**config.mk**
```make
export PLATFORM = sky130hd
export DESIGN_NAME = slip_receive_deframer_flat
export DESIGN_NICKNAME = d
export VERILOG_FILES = /design/src/sv/sdf_pkg.sv /design/src/sv/sdf_in_if.sv /design/src/sv/sdf_out_if.sv /design/src/sv/slip_receive_deframer.sv /design/src/flat_wrapper.sv
export SDC_FILE = /design/constraint.sdc
export NUM_CORES = 1
export LEC_CHECK = 0
export BUFFER_PORTS_ARGS = -buffer_cell sky130_fd_sc_hd__buf_2
export CORE_MARGIN = 3
export CORE_UTILIZATION = 45
export DETAILED_ROUTE_END_ITERATION = 7
export PLACE_DENSITY = 0.76
export SLEW_MARGIN = 20
export SYNTH_ARGS = -nofsm -noshare
export SYNTH_HDL_FRONTEND = slang
export SYNTH_SLANG_ARGS = --single-unit
```
**constraint.sdc**
```tcl
create_clock -name clk -period 4.8 [get_ports clk]
set_input_delay 0.72 -clock clk [delete_from_list [all_inputs] [get_ports clk]]
set_output_delay 0.72 -clock clk [all_outputs]
set_load 0.1 [all_outputs]
```
**src/sv/sdf_pkg.sv**
```systemverilog
package sdf_pkg;

  localparam int ByteWidth = 8;
  localparam int PtrWidth = 16;
  localparam int FuncWidth = 2;
  localparam int StatusWidth = 3;

  localparam logic [ByteWidth-1:0] SLIP_END = 8'hC0;
  localparam logic [ByteWidth-1:0] SLIP_ESC = 8'hDB;
  localparam logic [ByteWidth-1:0] SLIP_ESC_END = 8'hDC;
  localparam logic [ByteWidth-1:0] SLIP_ESC_ESC = 8'hDD;

  typedef enum logic [FuncWidth-1:0] {
    FUNC_BEGIN = 2'd0,
    FUNC_PAYLOAD = 2'd1,
    FUNC_DRAIN = 2'd2,
    FUNC_NONE = 2'd3
  } func_t;

  typedef enum logic [StatusWidth-1:0] {
    ST_OK = 3'd0,
    ST_COLLISION = 3'd1,
    ST_NO_HEADER = 3'd2,
    ST_PREMATURE = 3'd3,
    ST_NOT_RECV = 3'd4,
    ST_COMMITTED = 3'd5
  } status_t;

endpackage

```
**src/sv/sdf_in_if.sv**
```systemverilog
interface sdf_in_if
  import sdf_pkg::*;
();
  logic valid;
  logic ready;
  logic [FuncWidth-1:0] func;
  logic [ByteWidth-1:0] raw_byte;
  logic [PtrWidth-1:0] start_pointer;

  modport source (output valid, output func, output raw_byte, output start_pointer,
                  input ready);
  modport sink (input valid, input func, input raw_byte, input start_pointer,
                output ready);
endinterface

```
**src/sv/sdf_out_if.sv**
```systemverilog
interface sdf_out_if
  import sdf_pkg::*;
();
  logic valid;
  logic ready;
  logic data_valid;
  logic [ByteWidth-1:0] data_byte;
  logic [StatusWidth-1:0] status;
  logic [PtrWidth-1:0] cursor_out;

  modport source (output valid, output data_valid, output data_byte, output status,
                  output cursor_out, input ready);
  modport sink (input valid, input data_valid, input data_byte, input status,
                input cursor_out, output ready);
endinterface

```
**src/sv/slip_receive_deframer.sv**
```systemverilog
// A beat is held in the input register and moves into the result register,
// updating the frame state, once the result register is empty or being taken.
// Throughput: one beat per cycle while out_chan.ready is high; a stalled result
// keeps the input register full and so holds off the input channel.
// Reset (rst_n low, synchronous): both register stages empty, no frame active,
// read cursor zero and no escape pending.
module slip_receive_deframer
  import sdf_pkg::*;
(
  input logic clk,
  input logic rst_n,
  sdf_in_if.sink in_chan,
  sdf_out_if.source out_chan
);

  logic s1_valid_r;
  logic [FuncWidth-1:0] s1_func_r;
  logic [ByteWidth-1:0] s1_byte_r;
  logic [PtrWidth-1:0] s1_start_r;

  logic receiving_r, receiving_nxt;
  logic escape_pending_r, escape_pending_nxt;
  logic [PtrWidth-1:0] read_cursor_r, read_cursor_nxt;

  logic out_valid_r;
  logic data_valid_r, data_valid_nxt;
  logic [ByteWidth-1:0] data_byte_r, data_byte_nxt;
  status_t status_r, status_nxt;

  logic s1_move;
  logic in_take;

  assign s1_move = s1_valid_r && (!out_valid_r || out_chan.ready);
  assign in_chan.ready = !s1_valid_r || s1_move;
  assign in_take = in_chan.valid && in_chan.ready;

  always_comb begin
    receiving_nxt = receiving_r;
    escape_pending_nxt = escape_pending_r;
    read_cursor_nxt = read_cursor_r;
    data_valid_nxt = 1'b0;
    data_byte_nxt = '0;
    status_nxt = ST_OK;
    case (func_t'(s1_func_r))
      FUNC_BEGIN: begin
        if (receiving_r) begin
          status_nxt = ST_COLLISION;
        end else begin
          read_cursor_nxt = s1_start_r + PtrWidth'(1);
          escape_pending_nxt = 1'b0;
          if (s1_byte_r == SLIP_END) begin
            receiving_nxt = 1'b1;
          end else begin
            status_nxt = ST_NO_HEADER;
          end
        end
      end
      FUNC_PAYLOAD: begin
        if (!receiving_r) begin
          status_nxt = ST_NOT_RECV;
        end else if (escape_pending_r) begin
          if (s1_byte_r == SLIP_ESC_END) begin
            data_byte_nxt = SLIP_END;
          end else if (s1_byte_r == SLIP_ESC_ESC) begin
            data_byte_nxt = SLIP_ESC;
          end else begin
            data_byte_nxt = s1_byte_r;
          end
          data_valid_nxt = 1'b1;
          escape_pending_nxt = 1'b0;
          read_cursor_nxt = read_cursor_r + PtrWidth'(1);
        end else if (s1_byte_r == SLIP_END) begin
          status_nxt = ST_PREMATURE;
        end else if (s1_byte_r == SLIP_ESC) begin
          escape_pending_nxt = 1'b1;
          read_cursor_nxt = read_cursor_r + PtrWidth'(1);
        end else begin
          data_byte_nxt = s1_byte_r;
          data_valid_nxt = 1'b1;
          read_cursor_nxt = read_cursor_r + PtrWidth'(1);
        end
      end
      FUNC_DRAIN: begin
        if (!receiving_r) begin
          status_nxt = ST_NOT_RECV;
        end else begin
          escape_pending_nxt = 1'b0;
          read_cursor_nxt = read_cursor_r + PtrWidth'(1);
          if (s1_byte_r == SLIP_END) begin
            receiving_nxt = 1'b0;
            status_nxt = ST_COMMITTED;
          end
        end
      end
      default: begin
        status_nxt = ST_OK;
      end
    endcase
  end

  always_ff @(posedge clk) begin
    if (!rst_n) begin
      s1_valid_r <= 1'b0;
      out_valid_r <= 1'b0;
      receiving_r <= 1'b0;
      escape_pending_r <= 1'b0;
      read_cursor_r <= '0;
    end else begin
      if (in_chan.ready) begin
        s1_valid_r <= in_chan.valid;
      end
      if (s1_move) begin
        out_valid_r <= 1'b1;
        receiving_r <= receiving_nxt;
        escape_pending_r <= escape_pending_nxt;
        read_cursor_r <= read_cursor_nxt;
      end else if (out_chan.ready) begin
        out_valid_r <= 1'b0;
      end
    end
  end

  always_ff @(posedge clk) begin
    if (in_take) begin
      s1_func_r <= in_chan.func;
      s1_byte_r <= in_chan.raw_byte;
      s1_start_r <= in_chan.start_pointer;
    end
    if (s1_move) begin
      data_valid_r <= data_valid_nxt;
      data_byte_r <= data_byte_nxt;
      status_r <= status_nxt;
    end
  end

  assign out_chan.valid = out_valid_r;
  assign out_chan.data_valid = data_valid_r;
  assign out_chan.data_byte = data_byte_r;
  assign out_chan.status = status_r;
  assign out_chan.cursor_out = read_cursor_r;

  // An escape can only be pending inside an active frame.
  a_escape_in_frame: assert property (@(posedge clk) disable iff (!rst_n)
    escape_pending_r |-> receiving_r)
    else $error("escape pending outside a frame");

  // A frame only ends through a commit result.
  a_end_by_commit: assert property (@(posedge clk) disable iff (!rst_n)
    ($past(rst_n) && $fell(receiving_r)) |-> (out_valid_r && status_r == ST_COMMITTED))
    else $error("frame ended without commit");

  // Decoded data is only delivered with an ok status.
  a_data_ok: assert property (@(posedge clk) disable iff (!rst_n)
    (out_valid_r && data_valid_r) |-> (status_r == ST_OK))
    else $error("data delivered with error status");

  // A held result keeps the cursor it reported.
  a_cursor_hold: assert property (@(posedge clk) disable iff (!rst_n)
    (out_valid_r && !out_chan.ready) |=> $stable(read_cursor_r))
    else $error("cursor moved while result stalled");

endmodule
```
**src/flat_wrapper.sv**
```systemverilog
// flat-port wrapper written by rule: the top's interface ports become plain ports
module slip_receive_deframer_flat import sdf_pkg::*;
  (clk, rst_n, in_chan_valid, in_chan_func, in_chan_raw_byte, in_chan_start_pointer, in_chan_ready, out_chan_valid, out_chan_data_valid, out_chan_data_byte, out_chan_status, out_chan_cursor_out, out_chan_ready);
  sdf_in_if in_chan_i ();
  sdf_out_if out_chan_i ();
  input logic clk;
  input logic rst_n;
  input wire logic [$bits(in_chan_i.valid)-1:0] in_chan_valid;
  input wire logic [$bits(in_chan_i.func)-1:0] in_chan_func;
  input wire logic [$bits(in_chan_i.raw_byte)-1:0] in_chan_raw_byte;
  input wire logic [$bits(in_chan_i.start_pointer)-1:0] in_chan_start_pointer;
  output wire logic [$bits(in_chan_i.ready)-1:0] in_chan_ready;
  output wire logic [$bits(out_chan_i.valid)-1:0] out_chan_valid;
  output wire logic [$bits(out_chan_i.data_valid)-1:0] out_chan_data_valid;
  output wire logic [$bits(out_chan_i.data_byte)-1:0] out_chan_data_byte;
  output wire logic [$bits(out_chan_i.status)-1:0] out_chan_status;
  output wire logic [$bits(out_chan_i.cursor_out)-1:0] out_chan_cursor_out;
  input wire logic [$bits(out_chan_i.ready)-1:0] out_chan_ready;
  assign in_chan_i.valid = in_chan_valid;
  assign in_chan_i.func = in_chan_func;
  assign in_chan_i.raw_byte = in_chan_raw_byte;
  assign in_chan_i.start_pointer = in_chan_start_pointer;
  assign in_chan_ready = in_chan_i.ready;
  assign out_chan_valid = out_chan_i.valid;
  assign out_chan_data_valid = out_chan_i.data_valid;
  assign out_chan_data_byte = out_chan_i.data_byte;
  assign out_chan_status = out_chan_i.status;
  assign out_chan_cursor_out = out_chan_i.cursor_out;
  assign out_chan_i.ready = out_chan_ready;
  slip_receive_deframer u_core (.clk(clk), .rst_n(rst_n), .in_chan(in_chan_i), .out_chan(out_chan_i));
endmodule
```
# Word level (Yosys, flattened, before mapping)
# Cells that the tools add are included.
[op_classes] n_addsub=2 eq_ne=10 mux=36 n_reduce_logical=14
[op_table] cell="two-way mux 16 bit" count=5
[op_table] cell="one-hot mux 16 bit (3 select lines)" count=1
[op_table] cell="two-way mux 8 bit" count=5
[op_table] cell="adder 16 x 1 -> 16 bit (second input constant)" count=2
[op_table] cell="== test 8 bit (second input constant)" count=4
[op_table] cell="two-way mux 1 bit" count=15
[op_table] cell="two-way mux 3 bit" count=5
[op_table] cell="one-hot mux 3 bit (3 select lines)" count=1
[op_table] cell="AND reduction 6 bit" count=1
[op_table] cell="AND reduction 5 bit" count=1
[op_table] cell="two-way mux 2 bit" count=2
[op_table] cell="!= test 2 x 1 -> 1 bit (second input constant)" count=2
[op_table] cell="AND reduction 2 bit" count=2
[op_table] cell="nonzero test 2 bit" count=2
[op_table] cell="!= test 3 x 2 -> 1 bit (second input constant)" count=1
[op_table] cell="one-hot mux 1 bit (3 select lines)" count=1
[op_table] cell="nonzero test 3 bit" count=1
[op_table] cell="== test 2 x 1 -> 1 bit (second input constant)" count=1
[op_table] cell="== test 2 bit (second input constant)" count=1
[op_table] cell="logical AND 1 bit" count=2
[op_table] cell="zero test 1 bit" count=2
[op_table] cell="zero test 2 bit" count=1
[op_table] cell="logical OR 1 bit" count=2
[op_table] cell="!= test 2 bit (second input constant)" count=1
[op_table] cell="one-hot mux 1 bit (2 select lines)" count=1
[totals] reg_bits=58 output_inout_bits=30 word_cells=73

# Depth between registers and ports, before layout
[depth] depth_word=6 mapped_depth=13

# Worst setup path before layout
# No wires, ideal clock.
[synth_timing] path_kind="flip-flop to flip-flop" startpoint="register u_core.s1_func_r[0]" endpoint="register u_core.read_cursor_r[10] (netlist: u_core.out_chan.cursor_out[10])" setup_time_ns=0.081 arrival_ns=3.230 t_required_ns=4.719 setup_slack_ns=1.489 stages_incl_launch_ff=14 synth_period_minus_slack_ns=3.311 path_cell_list="edfxtp_1 -> inv_1 -> ha_1 -> clkbuf_1 -> clkbuf_1 -> buf_1 -> clkbuf_1 -> mux2_2 -> ha_1 -> nand2_1 -> o21ai_0 -> and3_1 -> o2111ai_1 -> a41oi_1"
[synth_between] elab_chain_cells=3 elab_cells_between_ends=10
[synth_rtl] item="from (decl)" line="slip_receive_deframer.sv:17" text="logic [FuncWidth-1:0] s1_func_r;"
[synth_rtl] item="from (signal assigned)" line="slip_receive_deframer.sv:125" text="s1_func_r <= in_chan.func;"
[synth_rtl] item="== test 2 x 1 -> 1 bit (tied with other cells)" line="slip_receive_deframer.sv:44" text="case (func_t'(s1_func_r))"
[synth_rtl] item="!= test 3 x 2 -> 1 bit (no line) (tied with other cells)"
[synth_rtl] item="AND reduction 6 bit (no line)"
[synth_rtl] item="to (signal assigned)" line="slip_receive_deframer.sv:116" text="read_cursor_r <= read_cursor_nxt;"
[synth_rtl] item="to (decl)" line="slip_receive_deframer.sv:23" text="logic [PtrWidth-1:0] read_cursor_r, read_cursor_nxt;"
# Several ways; a longest one is shown, not always the timed one.
# A chain may end at the register's enable or synchronous reset.

# Worst setup path after layout
[layout_timing] startpoint="register u_core.s1_func_r[0]" endpoint="register u_core.read_cursor_r[12] (netlist: u_core.out_chan.cursor_out[12])"
# The elaborated chain is that of the path after synthesis.

==> results by group <==
Run status
  – Status: finished, final reports clean

Die
  – FP Rows: 28
  – Die W: 86.1 um
  – Starting Density: 47.6%
  – DIE AREA: between 0.007 and 0.008 sq mm
  – Die height: 86.1 um
  – I/O pin count: 60
  – CORE AREA: around 0.0061 sq mm

Global routing
  – Initial antenna violation count: 0
  – Gr usage total: 17.8%
  – First-pass GRT wire length: 10,300 um
  – Largest net degree at the start of global routing: 34
  – Number of global-route vias before repair: 2,269
  – Total grt overflow: 0

Routing
  – Vias: 2,442
  – Routed length per instance: 15.3 um
  – Final wirelength: 6370 um
  – Final ANT Viol Nets: 0
  – Starting DRC count in detailed routing: 175
  – DR pass1 iterations: 5
  – Routed vias/inst: between 5 and 6
  – DRC Markers: 0

Clock tree
  – CTS resizes: 0
  – Clock net sink count: 58
  – Clock Path Buffers: 2
  – CTS tree: yes
  – H-tree depth: 3
  – Clock transition at path regs: 0.07 ns
  – Clock latency on the worst-skew pair: between 0.3 and 0.4 ns
  – Hold Buf Count CTS: 0
  – Total CTS buffers: 9
  – Setup repair bufs after CTS: 0
  – Root Driver: clkbuf_8

Timing
  – Fin Hold WS: between 0.4 and 0.5 ns
  – Tmin final: 3.27 ns
  – Setup violations, final: 0
  – Achievable Freq: 305 MHz
  – Period utilization: 68.2%
  – Layout Skew: 0.00955 ns
  – Worst slew pin tran: slightly above 1 ns
  – Final hold vios: 0
  – Setup TNS: 0 ns
  – Slew Limit Fails: 0
  – RSZ-0062 raised after global routing: false
  – Slew HR: 32.0%
  – Final setup margin: 1.53 ns

Yosys
  – Synth Cell Area: 0.00289 sq mm
  – Flop and latch count out of synthesis: 58
  – Yosys cell types: 52
  – Avg Inst Size Synth: between 10 and 15 sq um
  – FFs w/ async S/R, synth: 0%
  – Sequential-to-total area share from yosys stat: between 50 and 60%
  – Post-synth EDFFs: 38
  – Syn Inst Count: 275
  – Synth Warn #: 0
  – Syn nets: 310
  – Ys flop type: edfxtp_1

Placement
  – IO Port Bufs: 59
  – Post-DP Area: 0.00323 sq mm
  – DP HPWL: around 4400 um
  – DP Cell Count: 400
  – Placement Setup Slack: around 1.6 ns
  – Routability cong.: 0.831

Worst setup path
  – Worst endpoint data arrival time: 3.52 ns
  – Crit Path Max Fanout: 33
  – CP endpoint kind: flop
  – CP Class: reg2reg
  – CP Launch Type: flop
  – R2R setup slack: 1.53 ns
  – Worst Path Required: 5.04 ns

Job
  – Max Cap Viol: 0

Layout
  – Ant diodes: 0
  – Area Overhead vs Synth: 19.0%
  – Most frequent cells in the layout: 59 x buf_2, 38 x edfxtp_1, 29 x nand2_1, 20 x dfxtp_1, 17 x nor2_1
  – Final cell count without fillers: ~420
  – Design area: approximately 0.0034 sq mm
  – Ratio of cells with drive above 1 in the final layout: 24.9%
  – Layout net count: 371
  – Commonest non-fill, non-tap cell in the layout: buf_2

Power
  – Pwr/cell area: 346 mW/mm^2
  – Leak: roughly 1.3 nW
  – Max IR drop VDD: roughly 0.00021 V

Min path
  – Hold WC Path Type: reg2reg
-- worst max-delay path, cell delays in order, from the launching register on --
cell,delay (ns)
edfxtp_1,0.38
inv_1,0.07
ha_1,0.88
mux2_2,0.32
ha_1,0.24
nand2_1,0.07
o21ai_0,0.51
nand4_1,0.25
a211o_1,0.30
a41oi_1,0.16
-- synthesized netlist by cell type (all sizes together) (6+ instances only) --
master  count  area [sq um]
nor2       18          70.1
nand2      29           109
a31oi       7          43.8
mux2i       6          60.1
o21ai      11          55.1
clkbuf      6          22.5
a21oi      14          70.1
a41oi       6          52.6
mux2        6          67.6
dfxtp      20           400
edfxtp     38          1140
nor2b       6          37.5
nand3      11          55.1
nand4      15          93.8
inv         9          33.8
nand3b      6          45.0
-- where the power goes --
part / internal (mW) / switching (mW)
clock: 0.242 / 0.208
combinational: 0.0455 / 0.120
sequential: 0.555 / 0.0182
total: 0.843 / 0.347
-- through the flow --
stage                     util, %  total power, mW
final                        56.7             1.19
after global routing         56.7             1.24
after CTS                    56.7             1.20
after detailed placement     53.3            0.749
after global placement       53.3            0.746
after floorplan                 -            0.709
-- area by class of cell --
cell class                      count  area, sq um
Inverter                           10         37.5
Multi-Input combinational cell    196         1250
Clock inverter                      7         80.1
Clock buffer                        9          124
Fill cell                         530         2620
Tap cell                           75         93.8
Sequential cell                    58         1540
Timing Repair Buffer               61          310
-- worst paths after layout --
path / start / to / depth (start not counted)
worst max-delay path: u_core.s1_func_r[0] / u_core.out_chan.cursor_out[12] / 9
worst min-delay path: u_core.out_chan.cursor_out[0] / u_core.out_chan.cursor_out[0] / 2
worst max register to register: u_core.s1_func_r[0] / u_core.out_chan.cursor_out[12] / 9
worst min register to register: u_core.out_chan.cursor_out[0] / u_core.out_chan.cursor_out[0] / 2
-- flip-flops by register name (all words and copies together) (netlist names), named ones only --
name                        cells
u_core.s1_start_r              16
u_core.out_chan.cursor_out     16
u_core.s1_func_r                2
u_core.out_chan.valid           1
u_core.s1_byte_r                8
u_core.escape_pending_r         1
u_core.out_chan.data_valid      1
u_core.out_chan.status          3
u_core.out_chan.data_byte       8
u_core.s1_valid_r               1
-- kinds of logic after synthesis --
family                   after synthesis  synth area share, %
AND/OR/NAND/NOR                      115                 21.5
AO/OA/AOI/OAI                         62                 14.6
flip-flops                            58                 53.4
buffers and inverters                 21                 3.34
multiplexers                          12                 4.42
adder cells (fa/ha/maj)                5                 2.17
XOR/XNOR                               2                0.607
-- metal layers --
layer  GRT usage, %  share of wire [%]
met4           9.35                1.6
met1           22.4                 45
met5              0                  0
met3           4.32                6.3
met2           28.4                 47
No activity file was read; power rests on OpenSTA's default activity.
